## src/hw/rtl/idt_pkg.sv

```systemverilog
// Shared types and codes for the indentation tracker.
`default_nettype none

package idt_pkg;

   localparam int LEVEL_FIELD_BITS = 10;
   localparam int LINE_BITS        = 24;

   localparam logic OP_LINE = 1'b0;
   localparam logic OP_END  = 1'b1;

   typedef enum logic [1:0] {
      KIND_INDENT = 2'd0,
      KIND_DEDENT = 2'd1,
      KIND_EOF    = 2'd2,
      KIND_ERROR  = 2'd3
   } kind_type;

   typedef struct packed {
      logic                        op;
      logic [LEVEL_FIELD_BITS-1:0] indent_level;
      logic [LINE_BITS-1:0]        line_number;
   } req_word_type;

   typedef struct packed {
      kind_type             kind;
      logic [LINE_BITS-1:0] token_line;
      logic                 last;
   } rsp_word_type;

   typedef enum logic [1:0] {
      ST_IDLE,
      ST_EVAL,
      ST_FETCH,
      ST_ERROR
   } state_type;

   // controller -> datapath
   typedef struct packed {
      logic     load_item;
      logic     push;
      logic     pop;
      logic     fetch_top;
      logic     zero_top;
      logic     emit;
      kind_type emit_kind;
      logic     emit_last;
   } dp_cmd_type;

   // datapath -> controller
   typedef struct packed {
      logic op;
      logic gt;
      logic eq;
      logic lt;
      logic full;
      logic multi;
      logic rsp_free;
   } dp_status_type;

endpackage

`default_nettype wire

```

## src/hw/rtl/idt_ctrl.sv

```systemverilog
// Sequencing state machine for the indentation tracker.
`default_nettype none

module idt_ctrl (
   input  wire                    clock,
   input  wire                    reset,
   input  wire                    req_valid,
   output logic                   req_stall,
   input  idt_pkg::dp_status_type status,
   output idt_pkg::dp_cmd_type    cmd
);
   import idt_pkg::*;

   state_type state_ff, state_in;
   logic      halted_ff, halted_in;
   logic      pend_ff, pend_in;   // a DEDENT is owed, its last flag not yet known

   always_ff @(posedge clock) begin
      if (reset) begin
         state_ff  <= ST_IDLE;
         halted_ff <= 1'b0;
         pend_ff   <= 1'b0;
      end else begin
         state_ff  <= state_in;
         halted_ff <= halted_in;
         pend_ff   <= pend_in;
      end
   end

   // next state
   always_comb begin
      state_in  = state_ff;
      halted_in = halted_ff;
      pend_in   = pend_ff;
      case (state_ff)
         ST_IDLE: begin
            pend_in = 1'b0;
            if (req_valid && !halted_ff) state_in = ST_EVAL;
         end
         ST_EVAL: begin
            if (status.op == OP_END) begin
               if (!status.multi && status.rsp_free) state_in = ST_IDLE;
            end else if (pend_ff) begin
               if (status.rsp_free) begin
                  if (status.lt)      state_in = ST_FETCH;
                  else if (status.eq) state_in = ST_IDLE;
                  else                state_in = ST_ERROR;
               end
            end else if (status.gt) begin
               if (status.rsp_free) begin
                  state_in = ST_IDLE;
                  if (status.full) halted_in = 1'b1;
               end
            end else if (status.eq) begin
               state_in = ST_IDLE;
            end else begin
               state_in = ST_FETCH;
               pend_in  = 1'b1;
            end
         end
         ST_FETCH: state_in = ST_EVAL;
         ST_ERROR: begin
            if (status.rsp_free) begin
               state_in  = ST_IDLE;
               halted_in = 1'b1;
            end
         end
         default: state_in = ST_IDLE;
      endcase
   end

   // outputs
   always_comb begin
      cmd       = '0;
      req_stall = (state_ff != ST_IDLE);
      case (state_ff)
         ST_IDLE: cmd.load_item = req_valid && !halted_ff;
         ST_EVAL: begin
            if (status.op == OP_END) begin
               if (status.rsp_free) begin
                  cmd.emit = 1'b1;
                  if (status.multi) begin
                     cmd.pop       = 1'b1;
                     cmd.emit_kind = KIND_DEDENT;
                  end else begin
                     cmd.zero_top  = 1'b1;
                     cmd.emit_kind = KIND_EOF;
                     cmd.emit_last = 1'b1;
                  end
               end
            end else if (pend_ff) begin
               if (status.rsp_free) begin
                  cmd.emit      = 1'b1;
                  cmd.emit_kind = KIND_DEDENT;
                  cmd.emit_last = status.eq;
                  cmd.pop       = status.lt;
               end
            end else if (status.gt) begin
               if (status.rsp_free) begin
                  cmd.emit      = 1'b1;
                  cmd.emit_last = 1'b1;
                  cmd.emit_kind = status.full ? KIND_ERROR : KIND_INDENT;
                  cmd.push      = !status.full;
               end
            end else if (status.lt) begin
               cmd.pop = 1'b1;
            end
         end
         ST_FETCH: cmd.fetch_top = 1'b1;
         ST_ERROR: begin
            cmd.emit      = status.rsp_free;
            cmd.emit_kind = KIND_ERROR;
            cmd.emit_last = 1'b1;
         end
         default: cmd = '0;
      endcase
   end

endmodule

`default_nettype wire

```

## src/hw/rtl/idt_dp.sv

```systemverilog
// Level stack, compare and result register of the indentation tracker.
`default_nettype none

module idt_dp #(
   parameter int STACK_DEPTH = 32,
   parameter int LEVEL_BITS  = 10
) (
   input  wire                    clock,
   input  wire                    reset,
   input  idt_pkg::req_word_type  req_word,
   output idt_pkg::rsp_word_type  rsp_word,
   output logic                   rsp_valid,
   input  wire                    rsp_stall,
   input  idt_pkg::dp_cmd_type    cmd,
   output idt_pkg::dp_status_type status
);
   import idt_pkg::*;

   localparam int AW = $clog2(STACK_DEPTH);
   localparam int CW = $clog2(STACK_DEPTH + 1);

   logic [LEVEL_BITS-1:0] req_level;
   logic                  op_ff;
   logic [LEVEL_BITS-1:0] level_ff;
   logic [LINE_BITS-1:0]  line_ff;
   logic [LEVEL_BITS-1:0] top_ff, top_in;
   logic [CW-1:0]         count_ff, count_in;
   logic [LEVEL_BITS-1:0] level_stack_ff [STACK_DEPTH];
   logic [LEVEL_BITS-1:0] rd_level_ff;
   logic [CW-1:0]         below_idx;
   logic                  rsp_valid_ff, rsp_valid_in;
   rsp_word_type          rsp_word_ff;

   if (LEVEL_BITS <= LEVEL_FIELD_BITS) begin : g_trunc
      assign req_level = req_word.indent_level[LEVEL_BITS-1:0];
   end else begin : g_ext
      assign req_level = {{(LEVEL_BITS - LEVEL_FIELD_BITS){1'b0}}, req_word.indent_level};
   end

   assign below_idx = count_ff - CW'(2);

   // item latch
   always_ff @(posedge clock) begin
      if (cmd.load_item) begin
         op_ff    <= req_word.op;
         level_ff <= req_level;
         line_ff  <= req_word.line_number;
      end
   end

   // stack memory: entry 0 is never read, the bottom level is implied
   always_ff @(posedge clock) begin
      if (cmd.push) level_stack_ff[count_ff[AW-1:0]] <= level_ff;
      rd_level_ff <= level_stack_ff[below_idx[AW-1:0]];
   end

   always_comb begin
      top_in   = top_ff;
      count_in = count_ff;
      if (cmd.push) begin
         top_in   = level_ff;
         count_in = count_ff + CW'(1);
      end else if (cmd.pop) begin
         count_in = count_ff - CW'(1);
      end
      if (cmd.fetch_top) top_in = (count_ff == CW'(1)) ? '0 : rd_level_ff;
      if (cmd.zero_top)  top_in = '0;
   end

   always_ff @(posedge clock) begin
      if (reset) begin
         top_ff   <= '0;
         count_ff <= CW'(1);
      end else begin
         top_ff   <= top_in;
         count_ff <= count_in;
      end
   end

   // output register
   assign rsp_valid_in = cmd.emit | (rsp_valid_ff & rsp_stall);

   always_ff @(posedge clock) begin
      if (reset) rsp_valid_ff <= 1'b0;
      else       rsp_valid_ff <= rsp_valid_in;
   end

   always_ff @(posedge clock) begin
      if (cmd.emit) begin
         rsp_word_ff.kind       <= cmd.emit_kind;
         rsp_word_ff.token_line <= line_ff;
         rsp_word_ff.last       <= cmd.emit_last;
      end
   end

   assign rsp_valid = rsp_valid_ff;
   assign rsp_word  = rsp_word_ff;

   always_comb begin
      status.op       = op_ff;
      status.gt       = level_ff > top_ff;
      status.eq       = level_ff == top_ff;
      status.lt       = level_ff < top_ff;
      status.full     = count_ff == CW'(STACK_DEPTH);
      status.multi    = count_ff > CW'(1);
      status.rsp_free = !rsp_valid_ff || !rsp_stall;
   end

endmodule

`default_nettype wire

```

## src/hw/rtl/indent_dedent_tracker_top.sv

```systemverilog
// Top level of the indentation tracker: controller plus datapath.
`default_nettype none

// Indentation tracker, offside rule. One req word per non-blank source line
// (op = line, with its indent count and line number) or one end-of-input word.
// A deeper line pushes its level and gives INDENT; a shallower one pops and
// gives one DEDENT per level; a line that lands between levels, or a push
// onto a full stack, gives an indentation error and the block then swallows
// every req word without answer until reset. End of input pops to the bottom
// level with DEDENTs and finishes with EOF. Every rsp word carries the line
// number of the req word that caused it; last marks the final one.
// Timing: a word is taken in one cycle and judged in the next. Each DEDENT of
// a line passes through the FETCH state, as the new top level is read back
// from the stack memory through its registered read port; DEDENTs at end of
// input need no such read-back.
// The rsp side has a one-word output register; when it is held by rsp_stall
// the block waits before placing the next word. No clearing pass is needed
// after reset: the bottom level is implied and upper entries are written
// before they are read.

module indent_dedent_tracker_top #(
   parameter int STACK_DEPTH = 32,
   parameter int LEVEL_BITS  = 10
) (
   input  wire                   clock,
   input  wire                   reset,
   input  wire                   req_valid,
   output logic                  req_stall,
   input  idt_pkg::req_word_type req_word,
   output logic                  rsp_valid,
   input  wire                   rsp_stall,
   output idt_pkg::rsp_word_type rsp_word
);
   import idt_pkg::*;

   dp_cmd_type    cmd;
   dp_status_type status;

   idt_ctrl u_ctrl (
      .clock     (clock),
      .reset     (reset),
      .req_valid (req_valid),
      .req_stall (req_stall),
      .status    (status),
      .cmd       (cmd)
   );

   idt_dp #(
      .STACK_DEPTH (STACK_DEPTH),
      .LEVEL_BITS  (LEVEL_BITS)
   ) u_dp (
      .clock     (clock),
      .reset     (reset),
      .req_word  (req_word),
      .rsp_word  (rsp_word),
      .rsp_valid (rsp_valid),
      .rsp_stall (rsp_stall),
      .cmd       (cmd),
      .status    (status)
   );

endmodule

`default_nettype wire

```

## config.mk

```make
export PLATFORM = sky130hd
export DESIGN_NAME = indent_dedent_tracker_top
export DESIGN_NICKNAME = d
export VERILOG_FILES = /design/src/hw/rtl/idt_pkg.sv /design/src/hw/rtl/idt_ctrl.sv /design/src/hw/rtl/idt_dp.sv /design/src/hw/rtl/indent_dedent_tracker_top.sv
export SDC_FILE = /design/constraint.sdc
export NUM_CORES = 1
export LEC_CHECK = 0
export ABC_AREA = 1
export BUFFER_PORTS_ARGS = -buffer_cell sky130_fd_sc_hd__buf_2
export CORE_ASPECT_RATIO = 1.5
export CORE_MARGIN = 2
export CORE_UTILIZATION = 30
export DETAILED_ROUTE_END_ITERATION = 8
export GPL_ROUTABILITY_DRIVEN = 0
export PLACE_DENSITY = 0.56
export REMOVE_ABC_BUFFERS = 1
export SYNTH_ARGS = -nofsm -noshare
export SYNTH_HDL_FRONTEND = slang
export SYNTH_HIERARCHICAL = 1
export SYNTH_SLANG_ARGS = --single-unit
```

## constraint.sdc

```tcl
create_clock -name clock -period 4.8 [get_ports clock]
set_clock_uncertainty 0.2 [all_clocks]
set_input_delay 0.48 -clock clock [delete_from_list [all_inputs] [get_ports clock]]
set_output_delay 0.48 -clock clock [all_outputs]
set_load 0.01 [all_outputs]
```

# --- Word level (Yosys, flattened, before mapping) ---
# Memory sizes are Yosys's and may differ from the RTL's. A register that Yosys moved wholly into a read port is not among the register bits.
# Cells that the tools add are included.
word_totals:
  ff_bits: 83
  latchBits: 0
  ramBits: 320
  mem_bits_ro: 0
  elab_cells: 110
  mem_count: 1
memory_table:
  columns: ["memory", "depth", "word_bits", "read_ports", "rd_clocked_by_memory_dff", "write_ports", "line", "source"]
  rows:
  - ["u_dp.level_stack_ff", 32, 10, 1, 1, 1, "idt_dp.sv:28", "logic [LEVEL_BITS-1:0] level_stack_ff [STACK_DEPTH];"]
op_classes:
  n_addsub: 3
  multipliers: 0
  n_div: 0
  n_lt_le_gt_ge: 3
  n_eq_ne: 15
  shift: 0
  n_mux: 56
  n_bitwise: 2
  n_reduce_logical: 18
ops:
  columns: ["op", "count"]
  rows:
  - ["$mux W10", 3]
  - ["$mux W1", 28]
  - ["$mux W2", 13]
  - ["$mux W4", 5]
  - ["$mux W6", 2]
  - ["$eq A10 B10 Y1", 1]
  - ["$gt A10 B10 Y1", 1]
  - ["$lt A10 B10 Y1", 1]
  - ["$reduce_bool A2 Y1", 5]
  - ["$ne A2 B1 Y1 const B", 4]
  - ["$pmux W2 S4", 1]
  - ["$pmux W4 S2", 1]
  - ["$reduce_and A7 Y1", 1]
  - ["$add A6 B1 Y6 const B", 1]
  - ["$eq A6 B1 Y1 const B", 1]
  - ["$eq A6 B6 Y1 const B", 1]
  - ["$gt A6 B1 Y1 const B", 1]
  - ["$ne A2 B2 Y1 const B", 3]
  - ["$sub A6 B1 Y6 const B", 1]
  - ["$logic_not A1 Y1", 5]
  - ["$mux W5", 1]
  - ["$sub A5 B2 Y5 const B", 1]
  - ["$eq A2 B2 Y1 const B", 2]
  - ["$ne A4 B2 Y1 const B", 1]
  - ["other kinds (11)", 13]

# --- Logic depth before layout (Yosys ltp) ---
# Gate-level depths: netlist of the first run.
logic_depth:
  ltp_word: 9
  mapped_depth: 18

# --- By module ---
# Netlist of the first run, hierarchy kept.
modules_own_cells:
  columns: ["mod", "instances", "cells_per_inst", "area_per_inst_um2", "seq_area_each_um2"]
  rows:
  - ["idt_dp", 1, 1585, 17097.6, 12011.5]
  - ["idt_ctrl", 1, 76, 395.4, 80.1]

# --- Least setup slack after synthesis of the first run ---
# Ideal clock, no wire load.
synth_timing:
  path_type: "reg-to-reg"
  start: "reg u_dp.level_ff[9]"
  end: "reg u_dp.rsp_word_ff, in the netlist u_dp/rsp_word[0] (enable)"
  setup_time_ns: 0.422
  t_arrival_ns: 3.359
  t_required_ns: 4.178
  path_slack_ns: 0.819
  stages_incl_launch_ff: 11
  period_less_slack_ns: 3.981
  path_cell_list: "edfxtp_1 -> ha_1 -> nand2_1 -> nor2_1 -> nand3_1 -> or2_2 -> nand2_1 -> nor2_1 -> nor2_1 -> nor2_1 -> a21oi_1"
synth_lines:
  columns: ["element", "line", "source"]
  rows:
  - ["start: declaration", "idt_dp.sv:24", "logic [LEVEL_BITS-1:0] level_ff;"]
  - ["start signal: assignment", "idt_dp.sv:46", "level_ff <= req_level;"]
  - ["end: declaration", "idt_dp.sv:32", "rsp_word_type rsp_word_ff;"]

==> results.sh, run 1 <==
export IMPL_die_x_um=201
export IMPL_grt_usage_pct=14.8
export IMPL_slew_headroom_pct=34.4
export IMPL_htree_levels=2
export IMPL_critPathMaxFanout=11
export IMPL_hold_viol_final=0
export IMPL_critPathKind="flip-flop to flip-flop"
export IMPL_die_h_um=300
export IMPL_fin_cells=2553
export IMPL_hp_class="primary input to flip-flop"
export IMPL_dp_cells=2447
export IMPL_ir_worst_vdd_mv=0.293
export IMPL_final_common_cell="nand2_1"
export IMPL_drv_cap=0
export IMPL_clk_insertion_delay_late_ps=550
export IMPL_p_leak_nw=8.26
export IMPL_cp_data_required_time_ps=4770
export IMPL_period_share_pct=88.2
export IMPL_r2r_end="u_dp/level_stack_ff[12][5]$_DFFE_PP_"
export IMPL_core_area_um2=57700
export IMPL_cts_reportedPaths_clkPinSlew_ps=60
export IMPL_rsz0062_at_grt="false"
export IMPL_grt_pass1_vias=11837
export IMPL_clock_path_buffers=3
export IMPL_root_buffer="clkbuf_16"
export IMPL_routed_via_count=11713
export IMPL_power_density_nw_per_um2=443
export IMPL_antenna_found_initial=0
export IMPL_whs_ps=156
export IMPL_synth_cell_types=34
export IMPL_drt_first_pass_iters=6
export IMPL_synthToLayoutAreaGrowth_pct=15.8
export IMPL_arrival_ps=4210
export IMPL_status="finished, final reports clean"
export IMPL_worst_slew_pin_slew_ps=984
export IMPL_ys_flop_type="edfxtp_1"
export IMPL_drt_iter0_drc=694
export IMPL_rr_worst_depth=13
export IMPL_syn_inst=1661
export IMPL_fin_nets=1810
export IMPL_netlist_area_um2=17500
export IMPL_yosysWarnings=6
export IMPL_initial_utilization_pct=30.3
export IMPL_drc=0
export IMPL_io_pins=68
export IMPL_stdcell_area_um2=20300
export IMPL_syn_avg_cell_area_um2=10.5
export IMPL_post_dp_cell_area_um2=18600
export IMPL_grt_pass1_wl_um=67600
export IMPL_cts_sinks=413
export IMPL_synth_seq_cells=413
export IMPL_ys_seq_area_share_pct=69.1
export IMPL_crit_path_start="u_dp/level_ff[8]$_DFFE_PP_"
export IMPL_diodes=0
export IMPL_r2r_start="u_dp/level_ff[8]$_DFFE_PP_"
export IMPL_wl_per_cell_um=17.7
export IMPL_fmax_ghz=0.236
export IMPL_place_hpwl_um=28100
export IMPL_nFillCells=5748
export IMPL_layout_drive_gt1_share_pct=9.09
export IMPL_crit_path_start_kind="flip-flop"
export IMPL_grt_max_degree=87
export IMPL_port_buffers=67
export IMPL_postCtsSetupBuffers=0
export IMPL_period_minus_slack_ps=4230
export IMPL_synth_edff_count=382
export IMPL_cts_buffers=39
export IMPL_worstSetupEndpointType="flip-flop"
export IMPL_r2r_slack_ps=570
export IMPL_die_area_um2=60300
export IMPL_finalWirelength_um=45300
export IMPL_cts_tree="built"
export IMPL_ant_nets=0
export IMPL_vias_per_cell=4.59
export IMPL_ys_async_sr_fraction_pct=0
export IMPL_drv_slew=0
export IMPL_grt_ovfl_total=0
export IMPL_rows=108
export IMPL_final_cell_mix="nand2_1, edfxtp_1, inv_1, nand3_1, buf_2"
export IMPL_setup_viol=0
export IMPL_cp_endpoint="u_dp/level_stack_ff[12][5]$_DFFE_PP_"
## metal layers
layer | wire, µm | share of wire, % | track usage (%) | up-vias
li1 | - | - | - | 5615
met1 | 17200 | 38 | 16.2 | 5637
met2 | 24000 | 53 | 27.9 | 361
met3 | 2090 | 4.6 | 1.94 | 100
met4 | 1950 | 4.3 | 7.09 | 0
met5 | 0 | 0 | 0 | -
## where the power goes
group	internal, mW	switching (mW)	total [mW]	leakage (nW)
Combinational	0.419	1.16	1.58	3.90
Sequential	4.15	0.0686	4.22	3.72
Clock	1.87	1.30	3.18	0.642
## flip-flops by register name, indices dropped and copies added, names as in the netlist
register / count
u_dp/line_ff: 24
u_ctrl/halted_ff: 1
u_dp/count_ff: 6
u_ctrl/state_ff: 2
u_dp/top_ff: 10
u_dp/rsp_word: 27
u_ctrl/pend_ff: 1
u_dp/level_stack_ff: 320
u_dp/rd_level_ff: 10
u_dp/level_ff: 10
u_dp/rsp_valid: 1
u_dp/op_ff: 1
## what timing repair did
item / 4_1_cts / 5_1_grt
endpoints found under the hold margin: 37 / 0
setup endpoints to repair: 0 / 0
resized for setup: 0 / 0
hold buffers: 36 / 0
## through the flow
stage	util (%)	total power [mW]	setup TNS, ps	setup slack (ps)
final	35.1	8.98	0	567
after detailed placement	32.2	5.84	0	594
after global placement	32.2	5.83	0	644
after global routing	35.1	9.34	0	288
after CTS	35.1	9.05	0	582
after floorplan	-	5.24	-855940	-2540
## cell type report
class | instances | area (µm²) | share of cell area [%]
Clock buffer | 48 | 1080 | 5.34
Multi-Input combinational cell | 931 | 4100 | 20.2
Sequential cell | 413 | 12100 | 59.7
Timing Repair Buffer | 125 | 861 | 4.25
Inverter | 244 | 918 | 4.53
Tap cell | 770 | 963 | 4.75
Clock inverter | 22 | 241 | 1.19
## worst min-delay path by stage
| stage | from | endpoint | slack (ps) | depth (start not counted) |
|---|---|---|---|---|
| 3_5_place_dp | u_dp/line_ff[7]$_DFFE_PP_ | u_dp/rsp_word[8]$_DFFE_PP_ | 210 | 0 |
| 4_1_cts | req_valid | u_ctrl/state_ff[0]$_SDFFE_PP0P_ | 140 | 5 |
| 3_3_place_gp | u_dp/line_ff[10]$_DFFE_PP_ | u_dp/rsp_word[11]$_DFFE_PP_ | 200 | 0 |
| 6_report | req_valid | u_ctrl/state_ff[0]$_SDFFE_PP0P_ | 160 | 5 |
| 5_1_grt | req_valid | u_ctrl/state_ff[0]$_SDFFE_PP0P_ | 190 | 5 |
| 2_1_floorplan | u_dp/line_ff[9]$_DFFE_PP_ | u_dp/rsp_word[10]$_DFFE_PP_ | 200 | 0 |
## critical path: stages, from the launching register on
cell	delay (ps)
edfxtp_1	410
ha_1	300
nand2_1	60
nor2_1	150
nand3_1	100
or2_2	280
nand2_1	70
nor2_1	70
nor2_1	280
nand2_2	130
nor4_1	240
buf_4	220
nand2_1	490
nor2_1	850
## synth_stat cells (all sizes together), types with 3 or more instances
library cell	count	area [µm²]
inv	243	915
nand3	236	1180
ha	17	213
nor2	67	262
o211ai	3	22.5
a21oi	24	120
buf	61	353
nor3	5	25.0
dfxtp	31	621
o21ai	19	95.1
edfxtp	382	11500
o221ai	5	43.8
clkbuf	12	47.6
nand2	544	2040
## logic make-up (layout without fill, tap and decap cells)
group	count (synthesis)	after routing	synth area share, %
compound gates	55	55	1.77
xor+xnor	1	1	0.0501
fa+ha+maj	17	17	1.22
buf+inv	317	439	7.54
flops	413	413	69.1
simple gates	858	858	20.3
Power figures use the tool's default switching activity.
==> run 2, diff against run 1 <==
- REMOVE_ABC_BUFFERS: 1 -> not set
==> run 2 against run 1 <==
Non-clock buffer count increased by 1. Via count decreased by 0.96%. Largest power group unchanged. Combinational power increased by 3%. Highest routed layer unchanged.
==> results.sh, run 2 (synthesis results as in run 1) <==
export IMPL_status="finished, final reports clean"
export IMPL_drt_iter0_drc=861
export IMPL_hp_class="primary input to flip-flop"
export IMPL_path_buf_inv=1
export IMPL_clk_insertion_delay_late_ps=540
export IMPL_p_switching_mw=2.57
export IMPL_rsz0062_at_grt="false"
export IMPL_io_pins=68
export IMPL_final_cell_mix="nand2_1, edfxtp_1, inv_1, nand3_1, buf_2"
export IMPL_crit_path_start_kind="flip-flop"
export IMPL_finalWirelength_um=44700
export IMPL_fmax_ghz=0.237
export IMPL_grt_max_degree=101
export IMPL_busiest_layer="met2"
export IMPL_port_buffers=67
export IMPL_worst_slew_pin_slew_ps=1090
export IMPL_die_h_um=300
export IMPL_die_x_um=201
export IMPL_grt_usage_pct=14.6
export IMPL_dp_cells=2448
export IMPL_die_area_um2=60300
export IMPL_pwr_share_comb_pct=18.5
export IMPL_dp_slack_ps=615
export IMPL_ctsResizeCount=0
export IMPL_gr_usage_met2_pct=28.3
export IMPL_whs_ps=139
export IMPL_syn_num_nets=1717
export IMPL_critPathMaxFanout=11
export IMPL_fin_tns_setup_ps=0
export IMPL_htree_levels=2
export IMPL_sequentialPowerShare_pct=47.8
export IMPL_grt_pass1_vias=11791
export IMPL_place_hpwl_um=28100
export IMPL_synthToLayoutAreaGrowth_pct=15.3
export IMPL_cp_data_required_time_ps=4760
export IMPL_slew_headroom_pct=27.0
export IMPL_wl_per_cell_um=17.5
export IMPL_vias_per_cell=4.55
export IMPL_use_met1_pct=15.6
export IMPL_drv_slew=0
export IMPL_layout_drive_gt1_share_pct=9.05
export IMPL_arrival_ps=4180
export IMPL_p_total_mw=8.82
export IMPL_period_minus_slack_ps=4210
export IMPL_setup_viol=0
export IMPL_ir_worst_vdd_mv=0.337
export IMPL_antenna_found_initial=0
export IMPL_crit_path_max_incr_delay_ps=830
export IMPL_final_common_cell="nand2_1"
export IMPL_cpMostUsedCell="nor2_1"
export IMPL_fin_nets=1808
export IMPL_core_area_um2=57700
export IMPL_clkPwrFrac_pct=33.7
export IMPL_post_route_util_pct=34.9
export IMPL_power_density_nw_per_um2=437
export IMPL_post_dp_cell_area_um2=18600
export IMPL_stdcell_area_um2=20200
export IMPL_cts_reportedPaths_clkPinSlew_ps=70
export IMPL_critPathTopFamily="simple AND/OR/NAND/NOR gates"
export IMPL_routed_via_count=11601
export IMPL_p_leak_nw=8.21
export IMPL_p_int_mw=6.25
export IMPL_worstPathCellList="ha_1, nand2_1, nor2_1, nand3_1, or2_2, nand2_1, nor2_1, nor2_1, nand2_2, nor4_2, buf_4, nand2_1, nor2_1"
export IMPL_period_share_pct=87.8
export IMPL_fin_cells=2549
export IMPL_swShare_pct=29.1
export IMPL_setup_ws_ps=587
export IMPL_crit_slowest_cell="nor2_1"
export IMPL_grt_ovfl_total=0
export IMPL_drv_cap=0
export IMPL_cts_sinks=413
export IMPL_initial_utilization_pct=30.3
export IMPL_cts_buffers=36
export IMPL_met3_usage_pct=1.34
export IMPL_root_buffer="clkbuf_16"
export IMPL_hold_viol_final=0
export IMPL_largest_reg_flops=320
export IMPL_grt_pass1_wl_um=67200
export IMPL_cts_tree="built"
export IMPL_critPathKind="flip-flop to flip-flop"
export IMPL_drc=0
export IMPL_clock_path_buffers=3
export IMPL_rows=108
export IMPL_diodes=0
export IMPL_postCtsSetupBuffers=0
export IMPL_ant_nets=0
export IMPL_worstSetupEndpointType="flip-flop"
export IMPL_drt_first_pass_iters=5
-- run 2: cell types whose count changed in the layout (fill, tap and decap cells not counted), sizes merged --
cell / previous run / this run
clkbuf: 48 / 47
inv: 245 / 248
clkinv: 13 / 8
buf: 89 / 90
bufinv: 5 / 3
-- run 2: path summary, 6_finish.rpt --
kind	endpoint	cells after the start	from	slack, ps
worst max-delay path	u_dp/level_stack_ff[27][7]$_DFFE_PP_	13	u_dp/level_ff[9]$_DFFE_PP_	590
worst min-delay path	u_ctrl/state_ff[0]$_SDFFE_PP0P_	5	req_valid	140
worst max register to register	u_dp/level_stack_ff[27][7]$_DFFE_PP_	13	u_dp/level_ff[9]$_DFFE_PP_	590
worst min register to register	u_dp/rsp_word[20]$_DFFE_PP_	0	u_dp/line_ff[19]$_DFFE_PP_	220
-- run 2: layout make-up --
type / count / area (µm²)
fillers: 5685 / 37500
flip-flops and latches: 413 / 12100
multi-input cells: 931 / 4110
clock buffers: 47 / 1010
well taps: 770 / 963
inverters: 244 / 918
repair buffers: 126 / 868
clock inverters: 18 / 196
-- run 2: per-layer routing --
| layer | vias to the layer above | part of all wire [%] |
|---|---|---|
| met1 | 5587 | 38 |
| met5 | - | 0 |
| met4 | 0 | 5.0 |
| li1 | 5607 | - |
| met3 | 93 | 3.4 |
| met2 | 314 | 54 |
-- run 2: worst reg2reg max path, cell delays in order (launching register included) --
cell	delay, ps
edfxtp_1	410
ha_1	320
nand2_1	70
nor2_1	160
nand3_1	110
or2_2	280
nand2_1	70
nor2_1	60
nor2_1	260
nand2_2	140
nor4_2	230
buf_4	210
nand2_1	510
nor2_1	840
-- run 2: repair_timing --
item / CTS / global route
setup endpoints to repair: 0 / 0
hold endpoints to repair: 37 / 0
hold buffers: 36 / 0
-- run 2: power groups by stage --
stage	clock network [mW]	logic (mW)	registers (mW)
after floorplan	0	0.973	4.33
after global placement	0	1.59	4.29
after detailed placement	0	1.60	4.29
after CTS	3.04	1.63	4.22
after global routing	3.15	1.78	4.23
final	2.97	1.63	4.22
